File: src/sync_length_checksum_deframer_assert.svh
// ---------------------------------------------------------------------------
// sync_length_checksum_deframer assertion macros
// Shorthand for the clocked checks at the end of the deframer top level.
// ---------------------------------------------------------------------------
`ifndef SYNC_LENGTH_CHECKSUM_DEFRAMER_ASSERT_SVH
`define SYNC_LENGTH_CHECKSUM_DEFRAMER_ASSERT_SVH

// same-cycle implication, skipped while reset is active
`define SLCD_ASSERT_NOW(lbl, ck, rstn, ante, cons) \
	lbl: assert property (@(posedge ck) disable iff (!rstn) (ante) |-> (cons)) \
		else $error("slcd check failed");

// next-cycle implication, skipped while reset is active
`define SLCD_ASSERT_NEXT(lbl, ck, rstn, ante, cons) \
	lbl: assert property (@(posedge ck) disable iff (!rstn) (ante) |=> (cons)) \
		else $error("slcd check failed");

`endif

File: src/slcd_pkg.sv
// ---------------------------------------------------------------------------
// slcd_pkg
// Shared types and constants of the sync/length/checksum deframer.
// ---------------------------------------------------------------------------
package slcd_pkg;

	localparam logic [7:0] SYNC_BYTE    = 8'h24;
	localparam int         LEN_HI_SHIFT = 8;
	localparam int         LIMIT_W      = 10;
	localparam int         OFFSET_W     = 10;

	// register map (word index)
	localparam logic       REG_STORE_LIMIT = 1'b0;
	localparam logic [LIMIT_W-1:0] STORE_LIMIT_RST = 10'd1023;

	typedef enum logic [2:0] {
		PH_HUNT,
		PH_CHECK,
		PH_LEN_LO,
		PH_LEN_HI,
		PH_DATA
	} phase_t;

	typedef struct packed {
		logic                has_payload;
		logic [7:0]          payload_byte;
		logic [OFFSET_W-1:0] payload_offset;
		logic                kept;
		logic                frame_end;
		logic                frame_good;
		logic [LIMIT_W-1:0]  frame_length;
	} result_t;

endpackage

File: src/sync_length_checksum_deframer.sv
// ---------------------------------------------------------------------------
// sync_length_checksum_deframer
// Hunts for sync, checks an additive checksum and emits framed payload bytes.
//
//   channel   dir  beat
//   s_axis    in   one received byte
//   m_axis    out  payload byte / frame close, zero or one per input beat
//   apb       cfg  store_limit at address 0
//
// One byte per cycle sustained while the output is not stalled; an accepted
// byte is held in the input register and its result is registered in the
// output register. The phase FSM and the running-sum adder sit between them.
// A stalled output register holds the input register, which then drops tready.
// Reset returns the parser to hunting and store_limit to 1023.
// ---------------------------------------------------------------------------
`include "sync_length_checksum_deframer_assert.svh"

module sync_length_checksum_deframer #(
	parameter int MAX_FRAME_BYTES = 1024
) (
	input  logic        clk,
	input  logic        arst_n,
	// slave side
	input  logic        s_axis_tvalid,
	output logic        s_axis_tready,
	input  logic [7:0]  s_axis_tdata,   // [7:0] rx_byte
	// master side
	output logic        m_axis_tvalid,
	input  logic        m_axis_tready,
	output logic [31:0] m_axis_tdata,   // [7:0] payload_byte, [17:8] payload_offset,
	                                    // [27:18] frame_length, [31:28] zero
	output logic        m_axis_tlast,   // frame_end
	output logic [2:0]  m_axis_tuser,   // [0] has_payload, [1] kept, [2] frame_good
	// configuration
	input  logic        psel,
	input  logic        penable,
	input  logic        pwrite,
	input  logic [2:0]  paddr,
	input  logic [31:0] pwdata,
	output logic [31:0] prdata,
	output logic        pready
);

	logic                          v_s1;
	logic [7:0]                    byte_s1;
	logic                          out_valid_q;
	slcd_pkg::result_t             res_q;
	slcd_pkg::result_t             res;
	logic                          res_valid;
	logic                          adv;
	logic                          step;
	logic [slcd_pkg::LIMIT_W-1:0]  store_limit;

	assign pready        = 1'b1;
	assign adv           = !out_valid_q || m_axis_tready;
	assign step          = v_s1 && adv;
	assign s_axis_tready = !v_s1 || adv;

	always_ff @(posedge clk or negedge arst_n) begin
		if (!arst_n) begin
			v_s1 <= 1'b0;
		end else if (s_axis_tready) begin
			v_s1 <= s_axis_tvalid;
		end
	end

	always_ff @(posedge clk) begin
		if (s_axis_tready && s_axis_tvalid) begin
			byte_s1 <= s_axis_tdata;
		end
	end

	slcd_cfg u_cfg (
		.clk         (clk),
		.arst_n      (arst_n),
		.psel        (psel),
		.penable     (penable),
		.pwrite      (pwrite),
		.paddr       (paddr),
		.pwdata      (pwdata),
		.pready      (pready),
		.prdata      (prdata),
		.store_limit (store_limit)
	);

	slcd_core #(
		.MAX_FRAME_BYTES (MAX_FRAME_BYTES)
	) u_core (
		.clk         (clk),
		.arst_n      (arst_n),
		.step        (step),
		.rx_byte     (byte_s1),
		.store_limit (store_limit),
		.res_valid   (res_valid),
		.res         (res)
	);

	always_ff @(posedge clk or negedge arst_n) begin
		if (!arst_n) begin
			out_valid_q <= 1'b0;
		end else if (adv) begin
			out_valid_q <= step && res_valid;
		end
	end

	always_ff @(posedge clk) begin
		if (step && res_valid) begin
			res_q <= res;
		end
	end

	assign m_axis_tvalid = out_valid_q;
	assign m_axis_tdata  = {4'b0000, res_q.frame_length, res_q.payload_offset,
		res_q.payload_byte};
	assign m_axis_tlast  = res_q.frame_end;
	assign m_axis_tuser  = {res_q.frame_good, res_q.kept, res_q.has_payload};

	// a beat without payload only ever closes an empty frame
	`SLCD_ASSERT_NOW(a_empty_closes, clk, arst_n,
		out_valid_q && !res_q.has_payload,
		res_q.frame_end && res_q.frame_length == '0)
	// mid-frame beats carry no frame status
	`SLCD_ASSERT_NOW(a_mid_no_status, clk, arst_n,
		out_valid_q && !res_q.frame_end,
		!res_q.frame_good && res_q.frame_length == '0)
	// a held input beat is not lost while the output stalls
	`SLCD_ASSERT_NEXT(a_s1_hold, clk, arst_n,
		v_s1 && !adv,
		v_s1 && $stable(byte_s1))

endmodule

File: src/slcd_cfg.sv
// ---------------------------------------------------------------------------
// slcd_cfg
// APB register file: holds store_limit.
// ---------------------------------------------------------------------------
module slcd_cfg (
	input  logic                           clk,
	input  logic                           arst_n,
	input  logic                           psel,
	input  logic                           penable,
	input  logic                           pwrite,
	input  logic [2:0]                     paddr,
	input  logic [31:0]                    pwdata,
	input  logic                           pready,
	output logic [31:0]                    prdata,
	output logic [slcd_pkg::LIMIT_W-1:0]   store_limit
);

	logic                          wr_en;
	logic                          reg_idx;
	logic [slcd_pkg::LIMIT_W-1:0]  limit_q;

	assign reg_idx = paddr[2];
	assign wr_en   = psel & penable & pwrite & pready;

	always_ff @(posedge clk or negedge arst_n) begin
		if (!arst_n) begin
			limit_q <= slcd_pkg::STORE_LIMIT_RST;
		end else if (wr_en && reg_idx == slcd_pkg::REG_STORE_LIMIT) begin
			limit_q <= pwdata[slcd_pkg::LIMIT_W-1:0];
		end
	end

	always_comb begin
		prdata = '0;
		if (reg_idx == slcd_pkg::REG_STORE_LIMIT) begin
			prdata = 32'(limit_q);
		end
	end

	assign store_limit = limit_q;

endmodule

File: src/slcd_core.sv
// ---------------------------------------------------------------------------
// slcd_core
// Frame parser: phase FSM, checksum and length state, per-byte result.
// ---------------------------------------------------------------------------
module slcd_core #(
	parameter int MAX_FRAME_BYTES = 1024
) (
	input  logic                           clk,
	input  logic                           arst_n,
	input  logic                           step,
	input  logic [7:0]                     rx_byte,
	input  logic [slcd_pkg::LIMIT_W-1:0]   store_limit,
	output logic                           res_valid,
	output slcd_pkg::result_t              res
);

	localparam int LW = $clog2(MAX_FRAME_BYTES);
	localparam int WW = LW + 8;
	localparam int CW = (LW > slcd_pkg::LIMIT_W) ? LW : slcd_pkg::LIMIT_W;
	localparam logic [8:0] HI_BOUND = 9'(MAX_FRAME_BYTES / 256);

	slcd_pkg::phase_t phase_q, phase_d;
	logic [7:0]       exp_sum_q, exp_sum_d;
	logic [7:0]       run_sum_q, run_sum_d;
	logic [LW-1:0]    len_q, len_d;
	logic [LW-1:0]    off_q, off_d;

	logic             hi_over;
	logic [LW-1:0]    len_join;
	logic [7:0]       sum_add;
	logic [LW:0]      off_inc;
	logic             last_byte;
	logic [CW-1:0]    off_cmp;
	logic [CW-1:0]    len_cmp;
	logic [CW-1:0]    limit_cmp;

	assign hi_over   = 9'(rx_byte) >= HI_BOUND;
	assign len_join  = LW'((WW'(rx_byte) << slcd_pkg::LEN_HI_SHIFT) | WW'(len_q));
	assign sum_add   = run_sum_q + rx_byte;
	assign off_inc   = (LW+1)'(off_q) + 1'b1;
	assign last_byte = off_inc >= (LW+1)'(len_q);
	assign off_cmp   = CW'(off_q);
	assign len_cmp   = CW'(len_q);
	assign limit_cmp = CW'(store_limit);

	// next phase
	always_comb begin
		phase_d = phase_q;
		case (phase_q)
			slcd_pkg::PH_HUNT: begin
				if (rx_byte == slcd_pkg::SYNC_BYTE) begin
					phase_d = slcd_pkg::PH_CHECK;
				end
			end
			slcd_pkg::PH_CHECK:  phase_d = slcd_pkg::PH_LEN_LO;
			slcd_pkg::PH_LEN_LO: phase_d = slcd_pkg::PH_LEN_HI;
			slcd_pkg::PH_LEN_HI: begin
				if (hi_over || len_join == '0) begin
					phase_d = slcd_pkg::PH_HUNT;
				end else begin
					phase_d = slcd_pkg::PH_DATA;
				end
			end
			slcd_pkg::PH_DATA: begin
				if (last_byte) begin
					phase_d = slcd_pkg::PH_HUNT;
				end
			end
			default: phase_d = slcd_pkg::PH_HUNT;
		endcase
	end

	// result and datapath updates
	always_comb begin
		res       = '0;
		res_valid = 1'b0;
		exp_sum_d = exp_sum_q;
		run_sum_d = run_sum_q;
		len_d     = len_q;
		off_d     = off_q;
		case (phase_q)
			slcd_pkg::PH_CHECK: begin
				exp_sum_d = rx_byte;
			end
			slcd_pkg::PH_LEN_LO: begin
				len_d     = LW'(rx_byte);
				run_sum_d = slcd_pkg::SYNC_BYTE + rx_byte;
			end
			slcd_pkg::PH_LEN_HI: begin
				if (!hi_over) begin
					run_sum_d = sum_add;
					len_d     = len_join;
					off_d     = '0;
					// empty frame closes right here
					if (len_join == '0) begin
						res_valid      = 1'b1;
						res.frame_end  = 1'b1;
						res.frame_good = sum_add == exp_sum_q;
					end
				end
			end
			slcd_pkg::PH_DATA: begin
				run_sum_d          = sum_add;
				res_valid          = 1'b1;
				res.has_payload    = 1'b1;
				res.payload_byte   = rx_byte;
				res.payload_offset = slcd_pkg::OFFSET_W'(off_q);
				res.kept           = off_cmp < limit_cmp;
				if (last_byte) begin
					res.frame_end    = 1'b1;
					res.frame_good   = sum_add == exp_sum_q;
					res.frame_length = slcd_pkg::LIMIT_W'((len_cmp < limit_cmp) ?
						len_cmp : limit_cmp);
				end else begin
					off_d = off_inc[LW-1:0];
				end
			end
			default: begin
			end
		endcase
	end

	always_ff @(posedge clk or negedge arst_n) begin
		if (!arst_n) begin
			phase_q   <= slcd_pkg::PH_HUNT;
			exp_sum_q <= '0;
			run_sum_q <= '0;
			len_q     <= '0;
			off_q     <= '0;
		end else if (step) begin
			phase_q   <= phase_d;
			exp_sum_q <= exp_sum_d;
			run_sum_q <= run_sum_d;
			len_q     <= len_d;
			off_q     <= off_d;
		end
	end

endmodule
File: config.mk
export PLATFORM = sky130hd
export DESIGN_NAME = sync_length_checksum_deframer
export DESIGN_NICKNAME = d
export VERILOG_FILES = /design/src/slcd_pkg.sv /design/src/sync_length_checksum_deframer.sv /design/src/slcd_cfg.sv /design/src/slcd_core.sv
export VERILOG_INCLUDE_DIRS = /design/src /design/src/src
export SDC_FILE = /design/constraint.sdc
export NUM_CORES = 1
export LEC_CHECK = 0
export BUFFER_PORTS_ARGS = -buffer_cell sky130_fd_sc_hd__buf_4
export CORE_MARGIN = 2
export CORE_UTILIZATION = 56
export CTS_CLUSTER_SIZE = 30
export DETAILED_ROUTE_END_ITERATION = 7
export PLACE_DENSITY = 0.87
export SETUP_SLACK_MARGIN = 0.05
export SLEW_MARGIN = 20
export SYNTH_ARGS = -nofsm -noshare
export SYNTH_HDL_FRONTEND = slang
export SYNTH_SLANG_ARGS = --single-unit
File: constraint.sdc
create_clock -name clk -period 5.6 [get_ports clk]
set_clock_uncertainty 0.2 [all_clocks]
set_input_delay 0.56 -clock clk [delete_from_list [all_inputs] [get_ports clk]]
set_output_delay 0.56 -clock clk [all_outputs]
set_load 0.02 [all_outputs]
---- After elaboration in Yosys (flattened, before gate mapping) ----
Index checks and enable logic that the tools add are counted.
operators by class
  add/subtract/negate cells ............... 3
  $mul .................................... 0
  div/mod/pow operators ................... 0
  magnitude comparators ................... 4
  eq/ne operators ......................... 10
  shift-type cells ........................ 0
  multiplexer cells ....................... 21
  bitwise gates (word level) .............. 4
  reduce and logical (&&, ||, !) cells .... 20
operator list
  kind                                                                   count
  10-bit 2-to-1 mux                                                      5
  10-bit one-hot mux with 2 select lines                                 2
  8-bit one-hot mux with 3 select lines                                  1
  10-bit less-than comparator                                            2
  20-bit 2-to-1 mux                                                      1
  3-bit one-hot mux with 5 select lines                                  1
  12-bit 2-to-1 mux                                                      1
  10-bit by 1-bit adder with 11-bit output, second input constant        1
  11-bit by 10-bit >= comparator with 1-bit output                       1
  10-bit zero test                                                       1
  10-bit OR                                                              1
  3-bit 2-to-1 mux                                                       3
  3-bit AND reduction                                                    3
  6-bit by 8-bit adder with 8-bit output, first input constant           1
  8-bit adder                                                            1
  8-bit by 6-bit == test with 1-bit output, second input constant        1
  8-bit == test                                                          1
  8-bit by 3-bit >= comparator with 1-bit output, second input constant  1
  8-bit 2-to-1 mux                                                       1
  3-bit by 2-bit == test with 1-bit output, second input constant        2
  1-bit logical AND                                                      4
  2-bit 2-to-1 mux                                                       2
  2-bit by 1-bit != test with 1-bit output, second input constant        2
  2-bit != test, second input constant                                   2
  other kinds (14)                                                       21
word-level totals
  register bits ........................... 91
  latch bits .............................. 0
  memory bits (writable) .................. 0
  bits in read-only memories .............. 0
  output and inout port bits .............. 71
  memories ................................ 0

---- Longest topological paths before layout ----
Gate-level depths: netlist of run 1.
  depth after elaboration ................. 6
  depth in mapped cells ................... 12

---- Hierarchy ----
From an unflattened synthesis of run 1, not the netlist that was laid out.
unflattened totals
  cells, all modules ...................... 499
  area total of the unflattened synthesis .. 5378.9 um^2
by module, submodules not included
  module                         times used  cells each  area each (um^2)  seq. area each (um^2)
  slcd_core                      1           386         3387.0            975.9
  sync_length_checksum_deframer  1           57          1357.6            1251.2
  slcd_cfg                       1           56          634.4             262.8

---- Least setup slack after synthesis of run 1 ----
Ideal clock, no wire load.
  path type ............................... reg2reg
  start ................................... register u_core.off_q[0], in the netlist u_core.off_cmp[0]
  end ..................................... register res_q, in the netlist m_axis_tdata[19] (data pin)
  library setup time ...................... 0.266 ns
  arrival ................................. 2.699 ns
  required time ........................... 5.134 ns
  path slack .............................. 2.435 ns
  stages on the path, launching flop included .. 13
  path through ............................ dfrtp_1 -> ha_1 -> nand3_1 -> or3_1 -> nand2_1 -> ha_1 -> and3_1 -> a221o_1 -> a31oi_1 -> o21ai_0 -> nand2_1 -> clkbuf_1 -> nor2_1
on the way
  word-level cells in the longest chain between the ends .. 3
RTL lines
  what                                              RTL line                              RTL
  start: declaration                                slcd_core.sv:26                       logic [LW-1:0] off_q, off_d;
  start signal: assignment                          slcd_core.sv:129                      off_q <= '0;
  start signal: assignment                          slcd_core.sv:135                      off_q <= off_d;
  10-bit by 1-bit adder with 11-bit output          slcd_core.sv:40                       assign off_inc = (LW+1)'(off_q) + 1'b1;
  11-bit by 10-bit >= comparator with 1-bit output  slcd_core.sv:41                       assign last_byte = off_inc >= (LW+1)'(len_q);
  2-bit AND reduction (no line)                     --
  end signal: assignment                            sync_length_checksum_deframer.sv:108  res_q <= res;
  end: declaration                                  sync_length_checksum_deframer.sv:47   slcd_pkg::result_t res_q;
Every way passes these cells.
A chain may end at the register's enable or synchronous reset.

==> key figures, run 1 <==
Timing
  – Number of failing setup endpoints in the final timing report: 0
  – Number of pins exceeding their max-slew limit in the final report: 0
  – Minimum period implied by the final worst setup slack: 3740 ps
  – Setup WS post-layout: 1860 ps
  – Maximum clock rate: 267 MHz
  – Setup_tns: 0 ps
  – Measured slew at the worst slew-check pin: 767 ps
  – RSZ-0062 raised after global routing: false
  – Tcrit/Tclk final: 0.668
  – Max-slew headroom at the worst pin: 0.487
  – Hold violation count in the final report: 0

Pwr
  – Clock network fraction of total power: 0.212
  – Share of total power consumed by net switching: 0.380
  – Standby leakage power: 0.00287 µW
  – Max rail drop VDD: 0.000248 V
  – Power per cell area: 402 nW/µm²
  – Proportion of power drawn by flip-flops and latches: 0.394
  – Total net switching power: 940 µW
  – Power share of the combinational group: 0.393
  – Power Internal: 1540 µW

Critical path
  – Req. time, crit path: 5500 ps
  – Critical path class: reg -> reg
  – CP max stage cell: sky130_fd_sc_hd__dfrtp_1
  – Worst Setup Start Kind: flop
  – Largest fanout of any net on the critical path: 12
  – Gate family responsible for the most delay along the worst path: simple AND/OR/NAND/NOR gates
  – Worst Path Arrival: 3640 ps
  – Biggest cell delay along the critical path: 500 ps
  – Worst-path cell chain: ha_1 -> nand3_1 -> or3_1 -> nand2_1 -> ha_1 -> and3_1 -> a221o_1 -> a31oi_1 -> o21ai_0 -> nand2_1 -> a211oi_1
  – Number of buffer and inverter instances along the worst setup path: 0
  – Capturing element type of the critical path: flop

Finish
  – Fin util: 0.660
  – Relative area change from synthesis to final layout: 13.0%
  – Post-route cell area: 6150 µm²
  – Number of nets at the end of the flow: 658
  – Final-layout fill cell count: 711
  – Diodes inserted: 0
  – Layout cells sized above 1: 0.234

Place
  – Worst setup slack after placement: 2000 ps
  – Count of input and output buffers: 69
  – Weighted congestion reported at the end of routability-driven placement: 0.910
  – Cell area after placement: 5920 µm²
  – Estimated wirelength of the detail-placed design: 8730 µm

Synthesis
  – Async S/R FF share, synth: 0.560
  – Synthesized instance count: 510
  – Largest cells by area after synthesis: sky130_fd_sc_hd__edfxtp_1 22%, sky130_fd_sc_hd__dfrtp_1 19%, sky130_fd_sc_hd__ha_1 9.0%
  – EDFF count, synth: 40
  – Library cell with the largest summed area after synthesis: sky130_fd_sc_hd__edfxtp_1
  – Mean post-synth cell area: 10.7 µm²
  – Top-area cell type share of the netlist area: 0.221
  – Number of synthesized register bits: 91
  – Sequential share of the synthesized area: 0.457
  – Synth cell types: 62
  – Total of warnings raised by yosys: 0
  – Most frequently used flop master after synthesis: sky130_fd_sc_hd__dfrtp_1
  – Post-synth design cell area: 5440 µm²

Drt
  – Met1 Wirelength: 5410 µm
  – Detailed-route DRC error count: 0
  – Met2 routed wirelength: 5570 µm
  – Via-per-instance ratio: 5.84
  – First-pass iteration count of the detailed router: 5
  – Post-route ant nets: 0
  – Average wire per standard cell: 17.3 µm
  – WL final: 12200 µm
  – Initial DRC count: 231
  – Highest signal layer in the routed design: met4
  – Vias after detailed routing: 4100
  – Metal3 WL: 918 µm

Clock network
  – Buffer levels on the longest clock path: 2
  – Worst-path clk slew: 110 ps
  – CTS buffer count: 9
  – TritonCTS Sinks: 91
  – Clock tree from TritonCTS: done
  – Count of hold-fix buffers inserted at cts: 0
  – H-tree levels: 3
  – Post-CTS Setup Inserts: 0
  – Clock network latency to the later pin of the worst-skew pair: 370 ps
  – Number of instances resized during post-cts repair: 0
  – Library cell used as clock root buffer: sky130_fd_sc_hd__clkbuf_8

Die
  – Core outline area: 9330 µm²
  – Total number of placement rows: 35
  – Count of boundary I/O pins: 121
  – Starting density of the core: 0.584
  – Floorplan die area: 10500 µm²
  – Die Span Y: 103 µm
  – Die boundary width: 103 µm

Outcome
  – Status: completed

GRT
  – Global-route wire length before repair: 19300 µm
  – Maximum number of pins on one net before global-route repair: 52
  – Total gr overflow: 0
  – Overall Global Routing Usage: 0.241
  – Via count of the first global-routing pass: 3858
  – Initial antenna violation count: 0

Hold path
  – HP Class: in -> async

Job
  – MaxCap Viol Count: 0
[power groups by stage]
| stage | registers (µW) | clock network [µW] | logic (µW) |
|---|---|---|---|
| 2_1_floorplan | 923 | 0 | 782 |
| 3_3_place_gp | 976 | 0 | 898 |
| 3_5_place_dp | 984 | 0 | 940 |
| 4_1_cts | 970 | 525 | 963 |
| 5_1_grt | 996 | 554 | 1070 |
| 6_report | 977 | 526 | 974 |
[sequential cells by signal, indices dropped and copies added, names as in the netlist]
name / cells
m_axis_tdata: 28
u_cfg.store_limit: 10
u_core.len_cmp: 10
u_core.off_cmp: 10
byte_s1: 8
u_core.exp_sum_q: 8
u_core.run_sum_q: 8
m_axis_tuser: 3
u_core.phase_q: 3
m_axis_tlast: 1
m_axis_tvalid: 1
v_s1: 1
[cells in the final DEF, fill, tap and decap left out, types with 4 or more instances in the layout]
| master | Yosys | layout |
|---|---|---|
| sky130_fd_sc_hd__a21oi_1 | 14 | 14 |
| sky130_fd_sc_hd__conb_1 | 2 | 27 |
| sky130_fd_sc_hd__nand2_1 | 37 | 37 |
| sky130_fd_sc_hd__xor2_1 | 6 | 6 |
| sky130_fd_sc_hd__or3_1 | 4 | 4 |
| sky130_fd_sc_hd__nor2b_1 | 8 | 8 |
| sky130_fd_sc_hd__o211ai_1 | 4 | 4 |
| sky130_fd_sc_hd__clkbuf_8 | 0 | 10 |
| sky130_fd_sc_hd__dfstp_2 | 10 | 10 |
| sky130_fd_sc_hd__and3_1 | 21 | 21 |
| sky130_fd_sc_hd__a21o_1 | 6 | 6 |
| sky130_fd_sc_hd__inv_1 | 25 | 24 |
| sky130_fd_sc_hd__edfxtp_1 | 40 | 40 |
| sky130_fd_sc_hd__nand3_1 | 8 | 8 |
| sky130_fd_sc_hd__nand2b_1 | 6 | 6 |
| sky130_fd_sc_hd__mux2i_1 | 17 | 17 |
| sky130_fd_sc_hd__a22o_1 | 6 | 6 |
| sky130_fd_sc_hd__nor4_1 | 5 | 5 |
| sky130_fd_sc_hd__xnor2_1 | 15 | 15 |
| sky130_fd_sc_hd__a211oi_1 | 5 | 5 |
| sky130_fd_sc_hd__dfrtp_1 | 41 | 41 |
| sky130_fd_sc_hd__o21ai_0 | 26 | 26 |
| sky130_fd_sc_hd__nor3_1 | 6 | 6 |
| sky130_fd_sc_hd__buf_4 | 27 | 70 |
| sky130_fd_sc_hd__mux2_2 | 26 | 26 |
| sky130_fd_sc_hd__ha_1 | 39 | 39 |
| sky130_fd_sc_hd__nor2_1 | 37 | 37 |
[per-layer routing]
metal,track usage,up-vias
met5,0,-
met4,0.0882,0
met3,0.0427,32
met2,0.363,204
met1,0.351,1975
li1,-,1889
[cell type report]
type / count / area [µm²] / share of cell area
clock buffer: 10 / 138 / 0.0224
clock inverter: 6 / 93.8 / 0.0153
inverter: 25 / 93.8 / 0.0153
multi-input combinational: 371 / 2650 / 0.431
sequential: 91 / 2490 / 0.405
tap: 129 / 161 / 0.0262
timing repair buffer: 70 / 526 / 0.0854
[synth_stat cells, types with 8 or more instances]
library cell / n
sky130_fd_sc_hd__o21ai_0: 26
sky130_fd_sc_hd__nand3_1: 8
sky130_fd_sc_hd__nor2b_1: 8
sky130_fd_sc_hd__mux2i_1: 17
sky130_fd_sc_hd__mux2_2: 26
sky130_fd_sc_hd__a21oi_1: 14
sky130_fd_sc_hd__inv_1: 25
sky130_fd_sc_hd__edfxtp_1: 40
sky130_fd_sc_hd__nor2_1: 37
sky130_fd_sc_hd__xnor2_1: 15
sky130_fd_sc_hd__nand2_1: 37
sky130_fd_sc_hd__clkbuf_1: 14
sky130_fd_sc_hd__buf_4: 27
sky130_fd_sc_hd__and3_1: 21
sky130_fd_sc_hd__dfstp_2: 10
sky130_fd_sc_hd__ha_1: 39
sky130_fd_sc_hd__dfrtp_1: 41
[worst paths after layout]
kind                                startpoint                   to  slack, ps  depth (start not counted)
min reg2reg                u_core.run_sum_q[5]  u_core.run_sum_q[5]        300                          2
max                          u_core.off_cmp[0]      m_axis_tuser[2]       1860                         11
max reg2reg                  u_core.off_cmp[0]      m_axis_tuser[2]       1860                         11
min in group clk               s_axis_tdata[0]           byte_s1[0]        170                          1
min                                     arst_n    u_core.len_cmp[1]         20                          1
max in group asynchronous               arst_n    u_core.off_cmp[3]       4730                          1
[per-stage QoR]
step	hold slack, ps	std cells	total power, µW
6_report	19.5	702	2480
3_5_place_dp	281	686	1920
4_1_cts	45.2	702	2460
2_1_floorplan	64.4	535	1710
5_1_grt	62.4	702	2610
3_3_place_gp	269	686	1870
[cells by family after synthesis]
| family | synth area share |
|---|---|
| flops | 0.457 |
| mux | 0.0850 |
| fa+ha+maj | 0.0933 |
| other cells | 0.00138 |
| xor+xnor | 0.0368 |
| simple gates | 0.148 |
| buf+inv | 0.0729 |
| compound gates | 0.105 |
Note: power is estimated with default switching activity, not from simulation.
==> run 2: changes to the inputs <==
--- a/config.mk
+++ b/config.mk
@@ -8,10 +8,10 @@
 export LEC_CHECK = 0
 export BUFFER_PORTS_ARGS = -buffer_cell sky130_fd_sc_hd__buf_4
 export CORE_MARGIN = 2
-export CORE_UTILIZATION = 56
+export CORE_UTILIZATION = 55
 export CTS_CLUSTER_SIZE = 30
 export DETAILED_ROUTE_END_ITERATION = 7
-export PLACE_DENSITY = 0.87
+export PLACE_DENSITY = 0.86
 export SETUP_SLACK_MARGIN = 0.05
 export SLEW_MARGIN = 20
 export SYNTH_ARGS = -nofsm -noshare
==> constraint.sdc (replaced) <==
create_clock -name clk -period 3.54 [get_ports clk]
set_clock_uncertainty 0.2 [all_clocks]
set_input_delay 0.354 -clock clk [delete_from_list [all_inputs] [get_ports clk]]
set_output_delay 0.354 -clock clk [all_outputs]
set_load 0.02 [all_outputs]
==> run 2 against run 1 <==
Compared with the run above:
- flip-flop and latch count unchanged
- critical path depth unchanged
- utilization decreased by 0.34 points
- global-route usage decreased by 0.29 points
- sequential share of layout area decreased by 1.3 points
- register-to-register slack got worse by 1600 ps
- total power increased by 58%
- clock power increased by 56%
- combinational power increased by 59%
- largest power group is now combinational cells
- hold slack got worse by 5.6 ps
==> key figures, run 2 (synthesized netlist as in run 1, its figures left out) <==
Pwr
  – Max rail drop VDD: 0.000311 V (was 0.000248 V)
  – Power share of the combinational group: 0.398 (was 0.393)
  – Standby leakage power: 0.00297 µW (was 0.00287 µW)
  – Power per cell area: 615 nW/µm² (was 402 nW/µm²)
  – Clock network fraction of total power: 0.210 (was 0.212)
  – Power Internal: 2470 µW (was 1540 µW)
  – Total net switching power: 1440 µW (was 940 µW)
  – Proportion of power drawn by flip-flops and latches: 0.393 (was 0.394)
  – Share of total power consumed by net switching: 0.368 (was 0.380)

Critical path
  – Capturing element type of the critical path: flop (unchanged)
  – Gate family responsible for the most delay along the worst path: compound AO/OA/AOI/OAI gates (was simple AND/OR/NAND/NOR gates)
  – Cell depth of the worst flop-to-flop path: 11 (unchanged)
  – Worst Setup Start Kind: flop (unchanged)
  – Worst-path cell chain: ha_1 -> nand3_1 -> or3_1 -> nand2_1 -> ha_1 -> and3_1 -> a221o_1 -> a31oi_2 -> o211a_1 -> o21ai_2 -> a221o_1 (was ha_1 -> nand3_1 -> or3_1 -> nand2_1 -> ha_1 -> and3_1 -> a221o_1 -> a31oi_1 -> o21ai_0 -> nand2_1 -> a211oi_1)
  – Number of buffer and inverter instances along the worst setup path: 0 (unchanged)
  – CP max stage cell: sky130_fd_sc_hd__or3_1 (was sky130_fd_sc_hd__dfrtp_1)
  – Cell count along the critical path: 11 (unchanged)
  – Req. time, crit path: 3590 ps (was 5500 ps)
  – Biggest cell delay along the critical path: 410 ps (was 500 ps)
  – Critical path class: reg -> reg (unchanged)
  – Largest fanout of any net on the critical path: 9 (was 12)
  – Worst Path Arrival: 3330 ps (was 3640 ps)

Timing
  – RSZ-0062 raised after global routing: true (was false)
  – Setup_tns: 0 ps (unchanged)
  – Max-slew headroom at the worst pin: 0.554 (was 0.487)
  – Maximum clock rate: 305 MHz (was 267 MHz)
  – Minimum hold slack: 14.0 ps (was 19.5 ps)
  – Number of failing setup endpoints in the final timing report: 0 (unchanged)
  – Tcrit/Tclk final: 0.927 (was 0.668)
  – Number of pins exceeding their max-slew limit in the final report: 0 (unchanged)
  – Setup WS post-layout: 259 ps (was 1860 ps)
  – Measured slew at the worst slew-check pin: 668 ps (was 767 ps)
  – Hold violation count in the final report: 0 (unchanged)
  – Minimum period implied by the final worst setup slack: 3280 ps (was 3740 ps)

Drt
  – Via-per-instance ratio: 5.65 (was 5.84)
  – Initial DRC count: 261 (was 231)
  – Average wire per standard cell: 16.5 µm (was 17.3 µm)
  – First-pass iteration count of the detailed router: 5 (unchanged)
  – Vias after detailed routing: 4097 (was 4100)
  – Detailed-route DRC error count: 0 (unchanged)
  – WL final: 12000 µm (was 12200 µm)
  – Post-route ant nets: 0 (unchanged)

Clock network
  – Clock network latency to the later pin of the worst-skew pair: 370 ps (about the same)
  – TritonCTS Sinks: 91 (unchanged)
  – Worst-path clk slew: 90 ps (was 110 ps)
  – Post-CTS Setup Inserts: 0 (unchanged)
  – Buffer levels on the longest clock path: 2 (unchanged)
  – CTS buffer count: 9 (unchanged)
  – H-tree levels: 3 (unchanged)
  – Clock tree from TritonCTS: done (unchanged)
  – Library cell used as clock root buffer: sky130_fd_sc_hd__clkbuf_8 (unchanged)

Finish
  – Most frequent cells in the layout: 78 x sky130_fd_sc_hd__buf_4, 41 x sky130_fd_sc_hd__dfrtp_1, 40 x sky130_fd_sc_hd__edfxtp_1 (was 70 x sky130_fd_sc_hd__buf_4, 41 x sky130_fd_sc_hd__dfrtp_1, 40 x sky130_fd_sc_hd__edfxtp_1)
  – Relative area change from synthesis to final layout: 16.8% (was 13.0%)
  – Final-layout fill cell count: 742 (was 711)
  – Number of nets at the end of the flow: 677 (was 658)
  – Fin util: 0.656 (was 0.660)
  – Diodes inserted: 0 (unchanged)
  – Number of flip-flops under the largest register name: 28 (unchanged)
  – Commonest non-fill, non-tap cell in the layout: sky130_fd_sc_hd__buf_4 (unchanged)
  – Post-route cell area: 6360 µm² (was 6150 µm²)
  – Layout cells sized above 1: 0.242 (was 0.234)

Die
  – Count of boundary I/O pins: 121 (unchanged)
  – Die boundary width: 103 µm (about the same)
  – Core outline area: 9680 µm² (was 9330 µm²)
  – Die Span Y: 103 µm (about the same)
  – Total number of placement rows: 36 (was 35)
  – Floorplan die area: 10700 µm² (was 10500 µm²)
  – Starting density of the core: 0.562 (was 0.584)

GRT
  – Via count of the first global-routing pass: 3910 (was 3858)
  – Initial antenna violation count: 0 (unchanged)
  – Global-route wire length before repair: 19300 µm (about the same)
  – Total gr overflow: 0 (unchanged)
  – Maximum number of pins on one net before global-route repair: 52 (unchanged)
  – Overall Global Routing Usage: 0.238 (was 0.241)

Place
  – Weighted congestion reported at the end of routability-driven placement: 0.930 (was 0.910)
  – Count of input and output buffers: 69 (unchanged)
  – Estimated wirelength of the detail-placed design: 8880 µm (was 8730 µm)
  – Cell area after placement: 6010 µm² (was 5920 µm²)
  – Worst setup slack after placement: 213 ps (was 2000 ps)

Job
  – MaxCap Viol Count: 0 (unchanged)

Hold path
  – Number of instances on the worst hold path: 2
  – HP Class: in -> reg (was in -> async)

Outcome
  – Status: completed (unchanged)
-- run 2: changes by cell type in the layout (fill, tap and decap cells not counted), moves of 2 or more --
cell / previous run / this run
sky130_fd_sc_hd__clkbuf_16: 0 / 2
sky130_fd_sc_hd__inv_6: 2 / 0
sky130_fd_sc_hd__dlygate4sd3_1: 0 / 10
sky130_fd_sc_hd__buf_4: 70 / 78
-- run 2: timing repair --
item,CTS,global route
hold endpoints to repair,50,0
hold buffers,10,0
setup endpoints to repair,0,4
resized for setup,0,2
-- run 2: worst paths after layout --
check	startpoint	end	slack (ps)
max	u_core.off_cmp[0]	u_core.off_cmp[5]	260
min	pwdata[5]	u_cfg.store_limit[5]	10
max reg2reg	u_core.off_cmp[0]	u_core.off_cmp[5]	260
min reg2reg	u_core.run_sum_q[5]	u_core.run_sum_q[5]	300
max in group asynchronous	arst_n	u_core.off_cmp[8]	2300
min in group asynchronous	arst_n	u_core.off_cmp[7]	370
-- run 2: routing by layer --
metal  vias up  part of all wire  track usage  wire, µm
met5         -                 0            0         0
met4         0             0.016       0.0830       188
met3        15             0.062       0.0390       738
met2       167              0.47        0.385      5680
met1      1975              0.45        0.326      5360
li1       1940                 -            -         -
-- run 2: through the flow --
stage / cells / total power, µW
2_1_floorplan: 535 / 2700
4_1_cts: 725 / 3890
3_5_place_dp: 699 / 3070
6_report: 725 / 3910
3_3_place_gp: 699 / 2980
5_1_grt: 725 / 4160
-- run 2: worst register-to-register path: cells and delay by family, from the launching register on --
kind | cells | cell delay [ps]
AOI/OAI and AO/OA | 5 | 1240
and+or+nand+nor | 4 | 900
adders and majority gates | 2 | 470
DFF | 1 | 370
-- run 2: power groups by stage --
stage	clock network (µW)	registers, µW	logic [µW]
2_1_floorplan	0	1460	1240
3_3_place_gp	0	1530	1450
3_5_place_dp	0	1540	1520
4_1_cts	825	1520	1540
5_1_grt	875	1560	1730
6_report	819	1530	1550
-- run 2: final cells by class --
type | instances | area, µm² | area share
inverter | 25 | 93.8 | 0.0148
sequential | 91 | 2490 | 0.392
clock buffer | 13 | 191 | 0.0301
tap | 133 | 166 | 0.0262
clock inverter | 3 | 50.0 | 0.00787
multi-input combinational | 371 | 2660 | 0.418
timing repair buffer | 89 | 706 | 0.111
==> run 3: changes to the inputs <==
--- a/config.mk
+++ b/config.mk
@@ -7,7 +7,7 @@
 export NUM_CORES = 1
 export LEC_CHECK = 0
 export BUFFER_PORTS_ARGS = -buffer_cell sky130_fd_sc_hd__buf_4
-export CORE_MARGIN = 2
+export CORE_MARGIN = 5
 export CORE_UTILIZATION = 55
 export CTS_CLUSTER_SIZE = 30
 export DETAILED_ROUTE_END_ITERATION = 7
==> run 3 against run 2 <==
Compared with the run above:
- utilization decreased by 0.70 points
- final cell count rose by 0.55%
- flip-flop and latch count is the same
- global-route usage shrank 1.5 points
- wire length rose by 6.9%
- total power decreased by 3.3%
- worst setup slack improved by 21 ps
- register-to-register slack gained 20 ps
- highest routed layer unchanged
==> key figures, run 3 (synthesized netlist as in run 1, its figures left out) <==
Place
  – Count of input and output buffers: 69 (unchanged)
  – Number of instances in the placed design: 698 (was 699)
  – Estimated wirelength of the detail-placed design: 9340 µm (was 8880 µm)
  – Worst setup slack after placement: 196 ps (was 213 ps)
  – Weighted congestion reported at the end of routability-driven placement: 0.920 (was 0.930)

Drt
  – First-pass iteration count of the detailed router: 5 (unchanged)
  – Via-per-instance ratio: 5.77 (was 5.65)
  – Detailed-route DRC error count: 0 (unchanged)
  – Average wire per standard cell: 17.5 µm (was 16.5 µm)
  – Post-route ant nets: 0 (unchanged)
  – Initial DRC count: 312 (was 261)
  – Vias after detailed routing: 4203 (was 4097)
  – WL final: 12800 µm (was 12000 µm)

Job
  – MaxCap Viol Count: 0 (unchanged)

Clock network
  – TritonCTS Sinks: 91 (unchanged)
  – CTS buffer count: 9 (unchanged)
  – Post-CTS Setup Inserts: 0 (unchanged)
  – Buffer levels on the longest clock path: 2 (unchanged)
  – Worst-path clk slew: 100 ps (was 90 ps)
  – Clock tree from TritonCTS: done (unchanged)
  – Clock network latency to the later pin of the worst-skew pair: 370 ps (about the same)
  – H-tree levels: 3 (unchanged)
  – Library cell used as clock root buffer: sky130_fd_sc_hd__clkbuf_8 (unchanged)

Die
  – Die boundary width: 109 µm (was 103 µm)
  – Floorplan die area: 12000 µm² (was 10700 µm²)
  – Total number of placement rows: 36 (unchanged)
  – Core outline area: 9730 µm² (was 9680 µm²)
  – Starting density of the core: 0.560 (was 0.562)
  – Count of boundary I/O pins: 121 (unchanged)
  – Die Span Y: 109 µm (was 103 µm)

Timing
  – Tcrit/Tclk final: 0.921 (was 0.927)
  – RSZ-0062 raised after global routing: false (was true)
  – Maximum clock rate: 307 MHz (was 305 MHz)
  – Max-slew headroom at the worst pin: 0.556 (was 0.554)
  – Measured slew at the worst slew-check pin: 666 ps (was 668 ps)
  – Minimum period implied by the final worst setup slack: 3260 ps (was 3280 ps)
  – Number of pins exceeding their max-slew limit in the final report: 0 (unchanged)
  – Hold violation count in the final report: 0 (unchanged)
  – Setup_tns: 0 ps (unchanged)
  – Number of failing setup endpoints in the final timing report: 0 (unchanged)
  – Setup WS post-layout: 279 ps (was 259 ps)

GRT
  – Total gr overflow: 0 (unchanged)
  – Overall Global Routing Usage: 0.222 (was 0.238)
  – Maximum number of pins on one net before global-route repair: 52 (unchanged)
  – Global-route wire length before repair: 20800 µm (was 19300 µm)
  – Initial antenna violation count: 0 (unchanged)
  – Via count of the first global-routing pass: 4141 (was 3910)

Critical path
  – Req. time, crit path: 3600 ps (was 3590 ps)
  – Worst Path Arrival: 3320 ps (was 3330 ps)
  – Worst Setup Start Kind: flop (unchanged)
  – Critical path class: reg -> reg (unchanged)
  – Capturing element type of the critical path: flop (unchanged)
  – Largest fanout of any net on the critical path: 9 (unchanged)

Finish
  – Diodes inserted: 0 (unchanged)
  – Layout cells sized above 1: 0.238 (was 0.242)
  – Number of non-filler instances in the completed layout: 729 (was 725)
  – Number of flip-flops under the largest register name: 28 (unchanged)
  – Number of nets at the end of the flow: 681 (was 677)
  – Relative area change from synthesis to final layout: 16.0% (was 16.8%)
  – Final-layout fill cell count: 762 (was 742)
  – Commonest non-fill, non-tap cell in the layout: sky130_fd_sc_hd__buf_4 (unchanged)
  – Most frequent cells in the layout: 78 x sky130_fd_sc_hd__buf_4, 41 x sky130_fd_sc_hd__dfrtp_1, 40 x sky130_fd_sc_hd__edfxtp_1 (unchanged)

Outcome
  – Status: completed (unchanged)

Pwr
  – Max rail drop VDD: 0.000332 V (was 0.000311 V)
  – Power per cell area: 598 nW/µm² (was 615 nW/µm²)
  – Standby leakage power: 0.00294 µW (was 0.00297 µW)

Hold path
  – HP Class: in -> reg (unchanged)
[run 3: cell types whose count changed in the layout (fill, tap and decap cells not counted), sizes merged]
cell	previous run	this run
buf	79	78
bufinv	1	0
clkbuf	13	10
clkinv	1	4
dlygate4sd3	10	15
inv	26	27
[run 3: layout make-up]
cell class | count | area [µm²] | area share
multi-input cells | 371 | 2660 | 0.422
flip-flops and latches | 91 | 2490 | 0.394
repair buffers | 93 | 736 | 0.116
well taps | 133 | 166 | 0.0263
clock buffers | 10 | 128 | 0.0202
inverters | 25 | 93.8 | 0.0149
clock inverters | 6 | 40.0 | 0.00634
[run 3: critical path, stage by stage, from the launching register on]
cell and delay (ps):
sky130_fd_sc_hd__dfrtp_1 370, sky130_fd_sc_hd__ha_1 260, sky130_fd_sc_hd__nand3_2 150, sky130_fd_sc_hd__or3_1 400
sky130_fd_sc_hd__nand2_1 80, sky130_fd_sc_hd__ha_1 230, sky130_fd_sc_hd__and3_1 210, sky130_fd_sc_hd__a221o_1 320
sky130_fd_sc_hd__a31oi_2 230, sky130_fd_sc_hd__o211a_1 230, sky130_fd_sc_hd__o21ai_2 140, sky130_fd_sc_hd__a221o_1 320
[run 3: per-layer routing]
metal | GRT usage | wire, µm
met1 | 0.307 | 5600
met2 | 0.352 | 6090
met3 | 0.0417 | 862
met4 | 0.0793 | 227
met5 | 0 | 0
[run 3: power breakdown]
group          internal [µW]  switching, µW  total, µW  leakage (µW)
Sequential              1300            236       1540      0.000994
Clock                    257            387        644     0.0000885
Combinational            727            867       1590       0.00186
[run 3: final timing paths]
path,startpoint,to,slack [ps],cells after the start
min in group asynchronous,arst_n,u_core.len_cmp[8],360,2
max in group asynchronous,arst_n,u_core.off_cmp[4],2340,2
max reg2reg,u_core.off_cmp[0],u_core.off_cmp[5],280,11
min,pwdata[3],u_cfg.store_limit[3],10,2
min reg2reg,u_core.run_sum_q[0],u_core.run_sum_q[0],320,2
max,u_core.off_cmp[0],u_core.off_cmp[5],280,11
[run 3: metrics by stage]
step | hold WS [ps] | utilization | cell area (µm²) | total power [µW]
detailed placement | 236 | 0.615 | 5990 | 3090
CTS | 2.42 | 0.648 | 6300 | 3750
floorplan | -142 | - | 5540 | 2700
global placement | 228 | 0.615 | 5990 | 2980
finish | 12.0 | 0.649 | 6320 | 3780
global route | 7.09 | 0.649 | 6320 | 4010
[run 3: what timing repair did]
item	4_1_cts	5_1_grt
gates resized for setup	0	3
hold buffers	15	0
setup endpoints to repair	0	15
hold endpoints to repair	55	0
